`config.mk`:
```
export PLATFORM = sky130hd
export DESIGN_NAME = multichannel_delta_codec
export DESIGN_NICKNAME = d
export VERILOG_FILES = /design/src/rtl/mcdc_pkg.sv /design/src/rtl/mcdc_ram.sv /design/src/rtl/mcdc_ctrl.sv /design/src/rtl/mcdc_datapath.sv /design/src/rtl/multichannel_delta_codec.sv
export SDC_FILE = /design/constraint.sdc
export NUM_CORES = 2
export LEC_CHECK = 0
export BUFFER_PORTS_ARGS = -buffer_cell sky130_fd_sc_hd__buf_2
export CORE_ASPECT_RATIO = 2
export CORE_UTILIZATION = 63
export CTS_CLUSTER_SIZE = 25
export DETAILED_ROUTE_END_ITERATION = 8
export GPL_TIMING_DRIVEN = 1
export PLACE_DENSITY = 0.79
export SETUP_SLACK_MARGIN = 0.2
export SYNTH_ARGS = -nofsm -noshare
export SYNTH_HDL_FRONTEND = slang
export SYNTH_SLANG_ARGS = --single-unit
```
`constraint.sdc`:
```
create_clock -name aclk -period 6.9 [get_ports aclk]
set_input_delay 1.035 -clock aclk [delete_from_list [all_inputs] [get_ports aclk]]
set_output_delay 1.035 -clock aclk [all_outputs]
set_load 0.03 [all_outputs]
```
`src/rtl/mcdc_pkg.sv`:
```
// Shared types and constants of the multichannel delta codec.
// No dependencies; modules import it inside their bodies.
package mcdc_pkg;

    localparam int BYTE_W      = 8;
    localparam int PREV_W      = 32;
    localparam int CFG_INDEX_W = 2;
    localparam int CFG_DATA_W  = 5;

    // Configuration register indexes
    localparam logic [CFG_INDEX_W-1:0] REG_DIRECTION     = 2'd0;
    localparam logic [CFG_INDEX_W-1:0] REG_CHANNEL_COUNT = 2'd1;
    localparam logic [CFG_INDEX_W-1:0] REG_WORD_BYTES    = 2'd2;

    typedef enum logic [1:0] {
        ST_IDLE,
        ST_READ,
        ST_EMIT
    } state_t;

    // Controller to datapath
    typedef struct packed {
        logic accept;   // take the input byte into the buffer
        logic emit;     // load one result byte and advance
    } cmd_t;

    // Datapath to controller
    typedef struct packed {
        logic start_work;   // the byte being offered produces results
        logic out_free;     // output register can take a byte
        logic more;         // another byte follows the one being emitted
    } stat_t;

endpackage

```
`src/rtl/mcdc_ram.sv`:
```
// Generic single-write, single-read RAM with registered read data.
// No dependencies.
module mcdc_ram #(
    parameter int WIDTH = 8,
    parameter int DEPTH = 64
) (
    input  logic                                  aclk,
    input  logic                                  we,
    input  logic [((DEPTH > 1) ? $clog2(DEPTH) : 1)-1:0] waddr,
    input  logic [WIDTH-1:0]                      wdata,
    input  logic [((DEPTH > 1) ? $clog2(DEPTH) : 1)-1:0] raddr,
    output logic [WIDTH-1:0]                      rdata
);

    logic [WIDTH-1:0] mem_reg [DEPTH];
    logic [WIDTH-1:0] rdata_reg;

    always_ff @(posedge aclk) begin
        if (we) begin
            mem_reg[waddr] <= wdata;
        end
        rdata_reg <= mem_reg[raddr];
    end

    assign rdata = rdata_reg;

endmodule

```
`src/rtl/mcdc_ctrl.sv`:
```
// Sequencer of the multichannel delta codec: accept, read, emit.
// Depends on mcdc_pkg.
module mcdc_ctrl (
    input  logic           aclk,
    input  logic           aresetn,
    input  logic           s_tvalid,
    output logic           s_tready,
    input  mcdc_pkg::stat_t stat,
    output mcdc_pkg::cmd_t  cmd
);

    import mcdc_pkg::*;

    state_t state_reg;
    state_t state_next;

    always_ff @(posedge aclk) begin
        if (!aresetn) begin
            state_reg <= ST_IDLE;
        end else begin
            state_reg <= state_next;
        end
    end

    always_comb begin
        state_next = state_reg;
        s_tready   = 1'b0;
        cmd        = '0;
        case (state_reg)
            ST_IDLE: begin
                s_tready = 1'b1;
                if (s_tvalid) begin
                    cmd.accept = 1'b1;
                    if (stat.start_work) begin
                        state_next = ST_READ;
                    end
                end
            end
            ST_READ: begin
                // buffer read data lands in the next cycle
                state_next = ST_EMIT;
            end
            ST_EMIT: begin
                if (stat.out_free) begin
                    cmd.emit   = 1'b1;
                    state_next = stat.more ? ST_READ : ST_IDLE;
                end
            end
            default: begin
                state_next = ST_IDLE;
            end
        endcase
    end

endmodule

```
`src/rtl/mcdc_datapath.sv`:
```
// Datapath of the multichannel delta codec: configuration, sample buffer,
// per-channel previous words, byte-serial add/subtract and output register.
// Depends on mcdc_pkg and mcdc_ram.
module mcdc_datapath #(
    parameter int MAX_CHANNELS     = 16,
    parameter int MAX_SAMPLE_BYTES = 64
) (
    input  logic                                aclk,
    input  logic                                aresetn,
    input  mcdc_pkg::cmd_t                      cmd,
    output mcdc_pkg::stat_t                     stat,
    input  logic [mcdc_pkg::BYTE_W-1:0]         in_byte,
    input  logic                                in_end,
    input  logic                                cfg_valid,
    input  logic [mcdc_pkg::CFG_INDEX_W-1:0]    cfg_index,
    input  logic [mcdc_pkg::CFG_DATA_W-1:0]     cfg_data,
    input  logic                                m_tready,
    output logic                                m_tvalid,
    output logic [mcdc_pkg::BYTE_W-1:0]         m_tdata,
    output logic                                m_tlast,
    output logic                                m_tuser
);

    import mcdc_pkg::*;

    localparam int AW = (MAX_SAMPLE_BYTES > 1) ? $clog2(MAX_SAMPLE_BYTES) : 1;
    localparam int FW = $clog2(MAX_SAMPLE_BYTES + 1);
    localparam int CW = (MAX_CHANNELS > 1) ? $clog2(MAX_CHANNELS) : 1;

    localparam logic [6:0]  LIM1      = 7'(MAX_SAMPLE_BYTES);
    localparam logic [6:0]  LIM2      = 7'(MAX_SAMPLE_BYTES / 2);
    localparam logic [6:0]  LIM3      = 7'(MAX_SAMPLE_BYTES / 3);
    localparam logic [6:0]  LIM4      = 7'(MAX_SAMPLE_BYTES / 4);
    localparam logic [6:0]  MAXCH     = 7'(MAX_CHANNELS);
    localparam logic [AW:0] DEPTH_X   = (AW + 1)'(MAX_SAMPLE_BYTES);
    localparam logic [AW-1:0] HEAD_LAST = AW'(MAX_SAMPLE_BYTES - 1);

    // configuration
    logic       dir_reg;
    logic [4:0] chan_cnt_reg;
    logic [2:0] word_reg;

    // buffer bookkeeping and previous words
    logic [AW-1:0]     head_reg;
    logic [FW-1:0]     fill_reg;
    logic [PREV_W-1:0] prev_reg [MAX_CHANNELS];

    // per-run sequencing
    logic          end_reg;
    logic          raw_reg;
    logic [FW-1:0] samp_left_reg;
    logic [CW-1:0] chan_reg;
    logic [1:0]    byte_reg;
    logic          carry_reg;
    logic [PREV_W-1:0] acc_reg;

    // output register
    logic              out_valid_reg;
    logic [BYTE_W-1:0] out_byte_reg;
    logic              out_last_reg;
    logic              out_raw_reg;

    logic [2:0]    w;
    logic [1:0]    w_m1;
    logic [6:0]    lim;
    logic [6:0]    c7;
    logic [4:0]    nch;
    logic [7:0]    ssize_w;
    logic [FW-1:0] ssize;

    logic [FW-1:0] fill_inc;
    logic [FW-1:0] rem_after;
    logic [AW:0]   wsum;
    logic [AW-1:0] waddr;
    logic [AW-1:0] head_inc;

    logic [BYTE_W-1:0] ram_rdata;
    logic [BYTE_W-1:0] prev_byte;
    logic [BYTE_W-1:0] operand;
    logic [BYTE_W:0]   sum9;
    logic [BYTE_W-1:0] res_byte;
    logic [BYTE_W-1:0] new_prev_byte;
    logic [PREV_W-1:0] acc_new;
    logic              word_end;
    logic              samp_end;
    logic              more;
    logic              last_init;

    // effective geometry
    always_comb begin
        if (word_reg == 3'd0) begin
            w = 3'd1;
        end else if (word_reg > 3'd4) begin
            w = 3'd4;
        end else begin
            w = word_reg;
        end
        case (w)
            3'd1:    lim = LIM1;
            3'd2:    lim = LIM2;
            3'd3:    lim = LIM3;
            default: lim = LIM4;
        endcase
        c7 = {2'b00, chan_cnt_reg};
        if (c7 == 7'd0) begin
            c7 = 7'd1;
        end
        if (c7 > MAXCH) begin
            c7 = MAXCH;
        end
        if (c7 > lim) begin
            c7 = lim;
        end
        nch     = c7[4:0];
        ssize_w = {5'b00000, w} * {3'b000, nch};
        ssize   = ssize_w[FW-1:0];
        w_m1    = 2'(w - 3'd1);
    end

    assign fill_inc  = fill_reg + FW'(1);
    assign rem_after = fill_reg - FW'(1);

    // write slot is head + fill, wrapped once around the buffer
    always_comb begin
        wsum = (AW + 1)'(head_reg) + (AW + 1)'(fill_reg);
        if (wsum >= DEPTH_X) begin
            wsum = wsum - DEPTH_X;
        end
        waddr = wsum[AW-1:0];
    end

    assign head_inc = (head_reg == HEAD_LAST) ? '0 : head_reg + AW'(1);

    mcdc_ram #(
        .WIDTH (BYTE_W),
        .DEPTH (MAX_SAMPLE_BYTES)
    ) u_buf (
        .aclk  (aclk),
        .we    (cmd.accept),
        .waddr (waddr),
        .wdata (in_byte),
        .raddr (head_reg),
        .rdata (ram_rdata)
    );

    // byte-serial add (decode) or subtract via inverted operand (encode)
    always_comb begin
        prev_byte     = prev_reg[chan_reg][8 * byte_reg +: 8];
        operand       = dir_reg ? prev_byte : ~prev_byte;
        sum9          = {1'b0, ram_rdata} + {1'b0, operand} + {8'h00, carry_reg};
        res_byte      = sum9[BYTE_W-1:0];
        new_prev_byte = dir_reg ? res_byte : ram_rdata;
        acc_new       = (byte_reg == 2'd0) ? '0 : acc_reg;
        case (byte_reg)
            2'd0:    acc_new[7:0]   = new_prev_byte;
            2'd1:    acc_new[15:8]  = new_prev_byte;
            2'd2:    acc_new[23:16] = new_prev_byte;
            default: acc_new[31:24] = new_prev_byte;
        endcase
    end

    assign word_end = (byte_reg == w_m1);
    assign samp_end = (samp_left_reg == FW'(1));

    always_comb begin
        if (raw_reg) begin
            more = (rem_after != '0);
        end else if (samp_end) begin
            more = (rem_after >= ssize) || (end_reg && (rem_after != '0));
        end else begin
            more = 1'b1;
        end
    end

    assign last_init        = (fill_inc < ssize);
    assign stat.start_work  = !last_init || in_end;
    assign stat.out_free    = !out_valid_reg || m_tready;
    assign stat.more        = more;

    // control state with reset
    always_ff @(posedge aclk) begin
        if (!aresetn) begin
            dir_reg       <= 1'b0;
            chan_cnt_reg  <= 5'd1;
            word_reg      <= 3'd1;
            head_reg      <= '0;
            fill_reg      <= '0;
            out_valid_reg <= 1'b0;
            for (int i = 0; i < MAX_CHANNELS; i++) begin
                prev_reg[i] <= '0;
            end
        end else begin
            if (cfg_valid) begin
                case (cfg_index)
                    REG_DIRECTION:     dir_reg      <= cfg_data[0];
                    REG_CHANNEL_COUNT: chan_cnt_reg <= cfg_data;
                    REG_WORD_BYTES:    word_reg     <= cfg_data[2:0];
                    default:           ;
                endcase
            end
            if (cmd.accept) begin
                fill_reg <= fill_inc;
            end
            if (cmd.emit) begin
                head_reg      <= head_inc;
                fill_reg      <= rem_after;
                out_valid_reg <= 1'b1;
                if (!raw_reg && word_end) begin
                    prev_reg[chan_reg] <= acc_new;
                end
            end else if (m_tready) begin
                out_valid_reg <= 1'b0;
            end
        end
    end

    // sequencing counters and payload, loaded before use
    always_ff @(posedge aclk) begin
        if (cmd.accept) begin
            end_reg       <= in_end;
            raw_reg       <= last_init;
            samp_left_reg <= ssize;
            chan_reg      <= '0;
            byte_reg      <= 2'd0;
            carry_reg     <= !dir_reg;
        end
        if (cmd.emit) begin
            out_byte_reg <= raw_reg ? ram_rdata : res_byte;
            out_last_reg <= !more;
            out_raw_reg  <= raw_reg;
            if (!raw_reg) begin
                acc_reg       <= acc_new;
                samp_left_reg <= samp_left_reg - FW'(1);
                if (word_end) begin
                    byte_reg  <= 2'd0;
                    chan_reg  <= chan_reg + CW'(1);
                    carry_reg <= !dir_reg;
                end else begin
                    byte_reg  <= byte_reg + 2'd1;
                    carry_reg <= sum9[BYTE_W];
                end
                if (samp_end) begin
                    // start the next sample, or fall into the raw tail
                    samp_left_reg <= ssize;
                    chan_reg      <= '0;
                    raw_reg       <= (rem_after < ssize);
                end
            end
        end
    end

    assign m_tvalid = out_valid_reg;
    assign m_tdata  = out_byte_reg;
    assign m_tlast  = out_last_reg;
    assign m_tuser  = out_raw_reg;

endmodule

```
`src/rtl/multichannel_delta_codec.sv`:
```
// Channel    Direction  Handshake            Payload
// s_         in         s_tvalid/s_tready    tdata data_byte, tlast stream_end
// m_         out        m_tvalid/m_tready    tdata out_byte, tlast run_last,
//                                            tuser raw_tail
// cfg_       in         cfg_valid/cfg_ready  cfg_index, cfg_data
//
// An input byte that completes no sample and ends no stream is only buffered
// and the sequencer stays idle. For each result byte that a byte releases,
// the sequencer passes a buffer RAM read state and an output register load
// state. Reset (aresetn low, synchronous) sets configuration to defaults and
// clears fill, head and previous words at once; there is no clearing pass.
// A stalled m_ side holds the sequencer in its emit state; the last result
// byte waits in the output register while the next input byte is taken.
module multichannel_delta_codec #(
    parameter int MAX_CHANNELS     = 16,
    parameter int MAX_SAMPLE_BYTES = 64
) (
    input  logic                             aclk,
    input  logic                             aresetn,
    input  logic                             s_tvalid,
    output logic                             s_tready,
    input  logic [7:0]                       s_tdata,    // [7:0] data_byte
    input  logic                             s_tlast,    // stream_end
    output logic                             m_tvalid,
    input  logic                             m_tready,
    output logic [7:0]                       m_tdata,    // [7:0] out_byte
    output logic                             m_tlast,    // run_last
    output logic                             m_tuser,    // [0] raw_tail
    input  logic                             cfg_valid,
    output logic                             cfg_ready,
    input  logic [mcdc_pkg::CFG_INDEX_W-1:0] cfg_index,
    input  logic [mcdc_pkg::CFG_DATA_W-1:0]  cfg_data
);

    import mcdc_pkg::*;

    cmd_t  cmd;
    stat_t stat;

    assign cfg_ready = 1'b1;

    mcdc_ctrl u_ctrl (
        .aclk     (aclk),
        .aresetn  (aresetn),
        .s_tvalid (s_tvalid),
        .s_tready (s_tready),
        .stat     (stat),
        .cmd      (cmd)
    );

    mcdc_datapath #(
        .MAX_CHANNELS     (MAX_CHANNELS),
        .MAX_SAMPLE_BYTES (MAX_SAMPLE_BYTES)
    ) u_dp (
        .aclk      (aclk),
        .aresetn   (aresetn),
        .cmd       (cmd),
        .stat      (stat),
        .in_byte   (s_tdata),
        .in_end    (s_tlast),
        .cfg_valid (cfg_valid),
        .cfg_index (cfg_index),
        .cfg_data  (cfg_data),
        .m_tready  (m_tready),
        .m_tvalid  (m_tvalid),
        .m_tdata   (m_tdata),
        .m_tlast   (m_tlast),
        .m_tuser   (m_tuser)
    );

endmodule

```
Word level (Yosys, flattened, before mapping):

Memories as Yosys holds them, arrays and structs flattened. A register that Yosys moved wholly into a read port is not among the register bits.
Index checks and enable logic that the tools add are counted.

* bitwise operators: 2
* shifts and indexed selects: 1
* multiply operators: 1
* multiplexer cells: 63
* equality and inequality tests: 15
* add/subtract/negate cells: 11
* $lt $le $gt $ge: 7
* reduce and logical (&&, ||, !) cells: 25

Operators by type and width (number)
* two-way mux 32 bit: 2
* two-way mux 8 bit: 7
* two-way mux 7 bit: 6
* OR reduction 32 bit: 1
* variable part select 32 x 6 -> 8 bit: 1
* two-way mux 1 bit: 26
* two-way mux 4 bit: 6
* case mux 7 bit (3 select lines): 1
* two-way mux 5 bit: 3
* less-than comparator 7 bit: 2
* two-way mux 2 bit: 7
* subtractor 7 x 1 -> 7 bit (second input constant): 2
* two-way mux 6 bit: 2
* adder 8 x 8 -> 9 bit: 1
* adder 9 x 1 -> 9 bit: 1
* inverter 8 bit: 1
* AND reduction 2 bit: 4
* adder 6 x 7 -> 7 bit: 1
* adder 7 x 1 -> 7 bit (second input constant): 1
* equality test 7 x 1 -> 1 bit (second input constant): 1
* greater-or-equal comparator 7 bit: 1
* greater-or-equal comparator 7 bit (second input constant): 1
* > comparator 5 x 7 -> 1 bit: 1
* multiplier 3 x 5 -> 7 bit: 1
* other kinds (27): 45

* register bits: 83
* memories kept: 2
* input bits: 21
* logic and storage cells: 144
* bits in writable memories: 1024

Memory list
* u_dp.prev_reg: words 16, bits a word 32, rd ports 1, clocked after Yosys merged registers in 1, wr ports 16, RTL line mcdc_datapath.sv:46 `logic [PREV_W-1:0] prev_reg [MAX_CHANNELS];`
* u_dp.u_buf.mem_reg: words 64, bits a word 8, rd ports 1, clocked after Yosys merged registers in 1, wr ports 1, RTL line mcdc_ram.sv:15 `logic [WIDTH-1:0] mem_reg [DEPTH];`

Longest topological paths before layout:

* depth after elaboration: 15
* gate-level depth with buffers: 29
* depth with buffers taken out: 29

Cells and area by module:

From an unflattened synthesis, not the netlist that was laid out.

* cell total of the unflattened synthesis: 3048
* area total of the unflattened synthesis: 47842.1 um2

By module, submodules not included
* mcdc_datapath: cells each 2093, area an instance 27556.4 um2, times used 1, seq. area each 17426.7 um2
* mcdc_ram: cells each 940, area an instance 20166.8 um2, times used 1, seq. area each 15534.9 um2
* mcdc_ctrl: cells each 13, area an instance 107.6 um2, times used 1, seq. area each 40.0 um2
* multichannel_delta_codec: cells each 2, area an instance 11.3 um2, times used 1, seq. area each 0.0 um2

Worst setup path before layout:

OpenSTA, ideal clock, no wires.

* path kind: register -> register
* from: reg u_dp.word_reg[2]
* to: reg u_dp.out_last_reg (netlist: u_dp.m_tlast), data pin
* cell stages (with the launch flop): 25
* clock period less this slack: 5.527 ns
* arrival time: 5.397 ns
* data required time: 6.771 ns
* path slack: 1.373 ns
* setup time: 0.129 ns
* cell sequence: dfxtp_1 -> clkbuf_1 -> a21oi_1 -> ha_1 -> nand2_1 -> ha_1 -> nor4_1 -> nor3_1 -> o21ai_0 -> nand2_1 -> o21ai_0 -> nand2_1 -> fa_1 -> inv_1 -> ha_1 -> inv_1 -> fa_1 -> xor2_1 -> ha_1 -> a21o_1 -> or4_1 -> o2111ai_1 -> nand3_1 -> nor4_2 -> a21o_1

* cells in the longest elaborated chain, start to end: 13
* elaborated cells on any way between the ends: 16
* classes of those cells: 1 x mul; 3 x order compare; 3 x eq/ne; 6 x mux; 3 x reduce/logical

RTL lines
* start, declared: RTL line mcdc_datapath.sv:41 `logic [2:0] word_reg;`
* start signal, assigned: RTL line mcdc_datapath.sv:197 `REG_WORD_BYTES: word_reg <= cfg_data[2:0];`
* > comparator 3 bit: RTL line mcdc_datapath.sv:93 `end else if (word_reg > 3'd4) begin`
* two-way mux 3 bit: RTL line mcdc_datapath.sv:93
* two-way mux 3 bit (*): RTL line mcdc_datapath.sv:91 `if (word_reg == 3'd0) begin`
* equality test 3 x 2 -> 1 bit / equality test 3 x 1 -> 1 bit (equally long branches): RTL line mcdc_datapath.sv:98 `case (w)`
* case mux 7 bit (3 select lines): RTL line mcdc_datapath.sv:98
* > comparator 5 x 7 -> 1 bit: RTL line mcdc_datapath.sv:111 `if (c7 > lim) begin`
* two-way mux 5 bit: RTL line mcdc_datapath.sv:111
* multiplier 3 x 5 -> 7 bit (*): RTL line mcdc_datapath.sv:115 `ssize_w = {5'b00000, w} * {3'b000, nch};`
* greater-or-equal comparator 7 bit (*): RTL line mcdc_datapath.sv:169 `more = (rem_after >= ssize) || (end_reg && (rem_after != '0));`
* logical OR 1 bit (*): RTL line mcdc_datapath.sv:169
* two-way mux 1 bit (*): RTL line mcdc_datapath.sv:168 `end else if (samp_end) begin`
* two-way mux 1 bit (*): RTL line mcdc_datapath.sv:166 `if (raw_reg) begin`
* logical NOT 1 bit (*): RTL line mcdc_datapath.sv:229 `out_last_reg <= !more;`
* end signal, assigned: RTL line mcdc_datapath.sv:229
* end, declared: RTL line mcdc_datapath.sv:60 `logic out_last_reg;`

Mark *: on every way between the ends. The rest lies on a longest branch, timed or not.
A chain may end at the register's enable or synchronous reset.

Worst setup path in the final report:

Ends and elaborated chain as after synthesis.

==> results.sh <==
export IMPL_gp_congestion=0.902
export IMPL_wirelength_um=129000
export IMPL_hold_path_end="u_dp.chan_cnt_reg[0]"
export IMPL_synth_top_area_share_pct=67.3
export IMPL_synth_avg_cell_area_um2=16.0
export IMPL_outcome="finished clean"
export IMPL_slowest_delay_ns=0.49
export IMPL_grt_setup_unrepaired="false"
export IMPL_leakage_nw=16.8
export IMPL_cp_required_ns=7.46
export IMPL_syn_inst=2968
export IMPL_die_h_um=391
export IMPL_rr_startpoint="u_dp.word_reg[2]"
export IMPL_synth_top_cell_by_area="edfxtp_1"
export IMPL_syn_area_mm2=0.0476
export IMPL_synthesis_nets=3045
export IMPL_period_minus_slack_ns=6.28
export IMPL_drtPass1Iterations=7
export IMPL_p_per_area_mw_per_mm2=291
export IMPL_grt_pass1_vias=29300
export IMPL_nets=3068
export IMPL_reg2reg_to="u_dp.m_tlast"
export IMPL_place_area_mm2=0.0490
export IMPL_cts_root_buf="clkbuf_16"
export IMPL_core_mm2=0.0748
export IMPL_period_share_pct=91.0
export IMPL_remaining_drc_errors=0
export IMPL_num_vias=28100
export IMPL_arrival_ns=6.84
export IMPL_irDropWorstVdd_v=0.000281
export IMPL_setup_tns_ns=0
export IMPL_crit_type="reg -> reg"
export IMPL_cts_max_level=3
export IMPL_overflow=0
export IMPL_cts_resized=0
export IMPL_slew_headroom_pct=9.65
export IMPL_synth_edf_count=1067
export IMPL_whs_path_depth=2
export IMPL_area_growth_pct=9.22
export IMPL_timing_critical_path_buf_inv=3
export IMPL_insertion_delay_ns=0.71
export IMPL_crit_slowest_cell="fa_1"
export IMPL_pin_count=34
export IMPL_cts_tree="built"
export IMPL_grt_usage_pct=34.6
export IMPL_fin_skew_ns=0.0289
export IMPL_wire_per_inst_um=31.6
export IMPL_fin_ws_ns=0.622
export IMPL_hp_start="u_dp.chan_cnt_reg[0]"
export IMPL_grt_max_degree=100
export IMPL_synth_area_leaders="edfxtp_1 67%, mux4_2 13%, nor2_1 4.5%"
export IMPL_rows=142
export IMPL_path_clk_slew_ns=0.07
export IMPL_hold_buffers=0
export IMPL_clk_path_buf_depth=3
export IMPL_cts_sinks=1115
export IMPL_final_util_pct=69.5
export IMPL_antenna_left=0
export IMPL_chipWidth_um=196
export IMPL_max_cap_violations=0
export IMPL_ys_seq_elements=1115
export IMPL_hold_viol_final=0
export IMPL_dieArea_mm2=0.0767
export IMPL_rrSetupSlack_ns=0.62
export IMPL_yosysWarningCount=0
export IMPL_initial_core_util_pct=63.6
export IMPL_fill_cells=4644
export IMPL_crit_fanout=8
export IMPL_hold_slack_ns=0.482
export IMPL_async_reset_ff_share_pct=0
export IMPL_final_common_cell="edfxtp_1"
export IMPL_fin_cells=4077
export IMPL_cp_end_kind="flip-flop"
export IMPL_grt_pass1_wl_um=187000
export IMPL_layout_common_cells="1067 x edfxtp_1, 573 x nor2_1, 272 x mux4_2"
export IMPL_cp_common_cell="ha_1"
export IMPL_rr_worst_depth=24
export IMPL_tightest_slew_ns=1.36
export IMPL_crit_chain="a21oi_1 > inv_1 > ha_1 > o21bai_1 > nor2_1 > ha_1 > and3_1 > a31oi_1 > o21ai_0 > o21ai_0 > nand2_1 > fa_1 > inv_1 > ha_1 > inv_1 > fa_1 > xor2_1 > ha_1 > a21o_1 > or4_1 > o2111ai_1 > nand3_1 > nor4_2 > a21o_1"
export IMPL_port_buffers=32
export IMPL_drive_gt1_share_pct=19.3
export IMPL_critPathTopFamily="adder cells"
export IMPL_start_kind="flip-flop"
export IMPL_dp_cells=3907
export IMPL_synth_flop_cell="edfxtp_1"
export IMPL_place_hpwl_um=80700
export IMPL_pre_cts_slack_ns=0.626
export IMPL_ys_seq_area_share_pct=69.4
export IMPL_power_mw=15.1
export IMPL_slew_violations=0
export IMPL_fmax_ghz=0.159
export IMPL_setup_viol=0
export IMPL_antenna_found_initial=5
export IMPL_cts_setup_buffers=0
export IMPL_finalInstanceArea_mm2=0.0520
export IMPL_yosysUniqueCellTypes=76
export IMPL_numCtsBuffers=90
export IMPL_initialDrtViolationCount=3208
export IMPL_hold_class="reg -> reg"
export IMPL_vias_per_cell=6.88
[Yosys cell counts (all sizes together) (5+ instances only)]
cell / instances
a31oi: 11
mux2: 11
mux4: 272
or3: 8
nand4: 21
nor2: 573
nand2b: 6
a22o: 8
mux2i: 56
inv: 64
and2: 10
clkinv: 5
o21a: 6
buf: 66
fa: 7
clkbuf: 133
nand2: 106
dfxtp: 48
nand3b: 8
a21oi: 106
o31ai: 5
xnor2: 26
a22oi: 59
o21ai: 34
ha: 49
o22ai: 13
nor3: 28
o211ai: 5
nand3: 43
a21o: 9
and3: 8
nor2b: 23
xor2: 17
edfxtp: 1067
[power by group]
| group | switching [mW] | internal (mW) |
|---|---|---|
| combinational | 1.31 | 0.784 |
| sequential | 0.187 | 7.66 |
| clock | 2.41 | 2.76 |
| total | 3.91 | 11.2 |
[worst register-to-register path, stage by stage, from the launching register on]
cell and delay, ns:
dfxtp_1 0.40, a21oi_1 0.47, inv_1 0.09, ha_1 0.20, o21bai_1 0.18, nor2_1 0.07, ha_1 0.32, and3_1 0.20
a31oi_1 0.17, o21ai_0 0.20, o21ai_0 0.38, nand2_1 0.14, fa_1 0.49, inv_1 0.06, ha_1 0.16, inv_1 0.06
fa_1 0.44, xor2_1 0.45, ha_1 0.37, a21o_1 0.18, or4_1 0.40, o2111ai_1 0.11, nand3_1 0.14, nor4_2 0.36
a21o_1 0.12
[layer usage]
metal | GRT usage (%) | share of wire [%]
met5 | 0 | 0.010
met4 | 28.4 | 9.2
met3 | 5.81 | 8.4
met2 | 61.5 | 53
met1 | 35.6 | 29
[cell families (layout without fill, tap and decap cells)]
| kind of cell | count (synthesis) | in the layout | synth area share (%) |
|---|---|---|---|
| flip-flops | 1115 | 1115 | 69.4 |
| AND/OR/NAND/NOR | 854 | 854 | 7.61 |
| multiplexers | 339 | 339 | 14.3 |
| XOR/XNOR | 43 | 43 | 0.791 |
| AO/OA/AOI/OAI | 291 | 291 | 3.97 |
| other | 1 | 6 | 0.00788 |
| adder cells (fa/ha/maj) | 57 | 57 | 1.60 |
| buffers and inverters | 268 | 364 | 2.35 |
[how the worst max path moves through the flow]
stage | slack, ns | startpoint | cells past startpoint | endpoint
after floorplan | 1.37 | u_dp.word_reg[2] | 24 | u_dp.m_tlast
after global placement | 0.60 | u_dp.word_reg[2] | 24 | u_dp.m_tlast
after detailed placement | 0.63 | u_dp.word_reg[2] | 24 | u_dp.m_tlast
after CTS | 0.58 | u_dp.word_reg[2] | 24 | u_dp.m_tlast
after global routing | 0.29 | u_dp.word_reg[2] | 23 | u_dp.m_tlast
final | 0.62 | u_dp.word_reg[2] | 24 | u_dp.m_tlast
[final cells by class]
type	instances	area, um^2	area share [%]
inverters	69	259	0.498
well taps	1008	1260	2.43
clock buffers	112	2410	4.63
diodes	5	12.5	0.0241
multi-input cells	1585	13500	26.0
clock inverters	53	503	0.968
repair buffers	130	983	1.89
flip-flops and latches	1115	33000	63.5
Note: power is estimated with default switching activity, not from simulation.
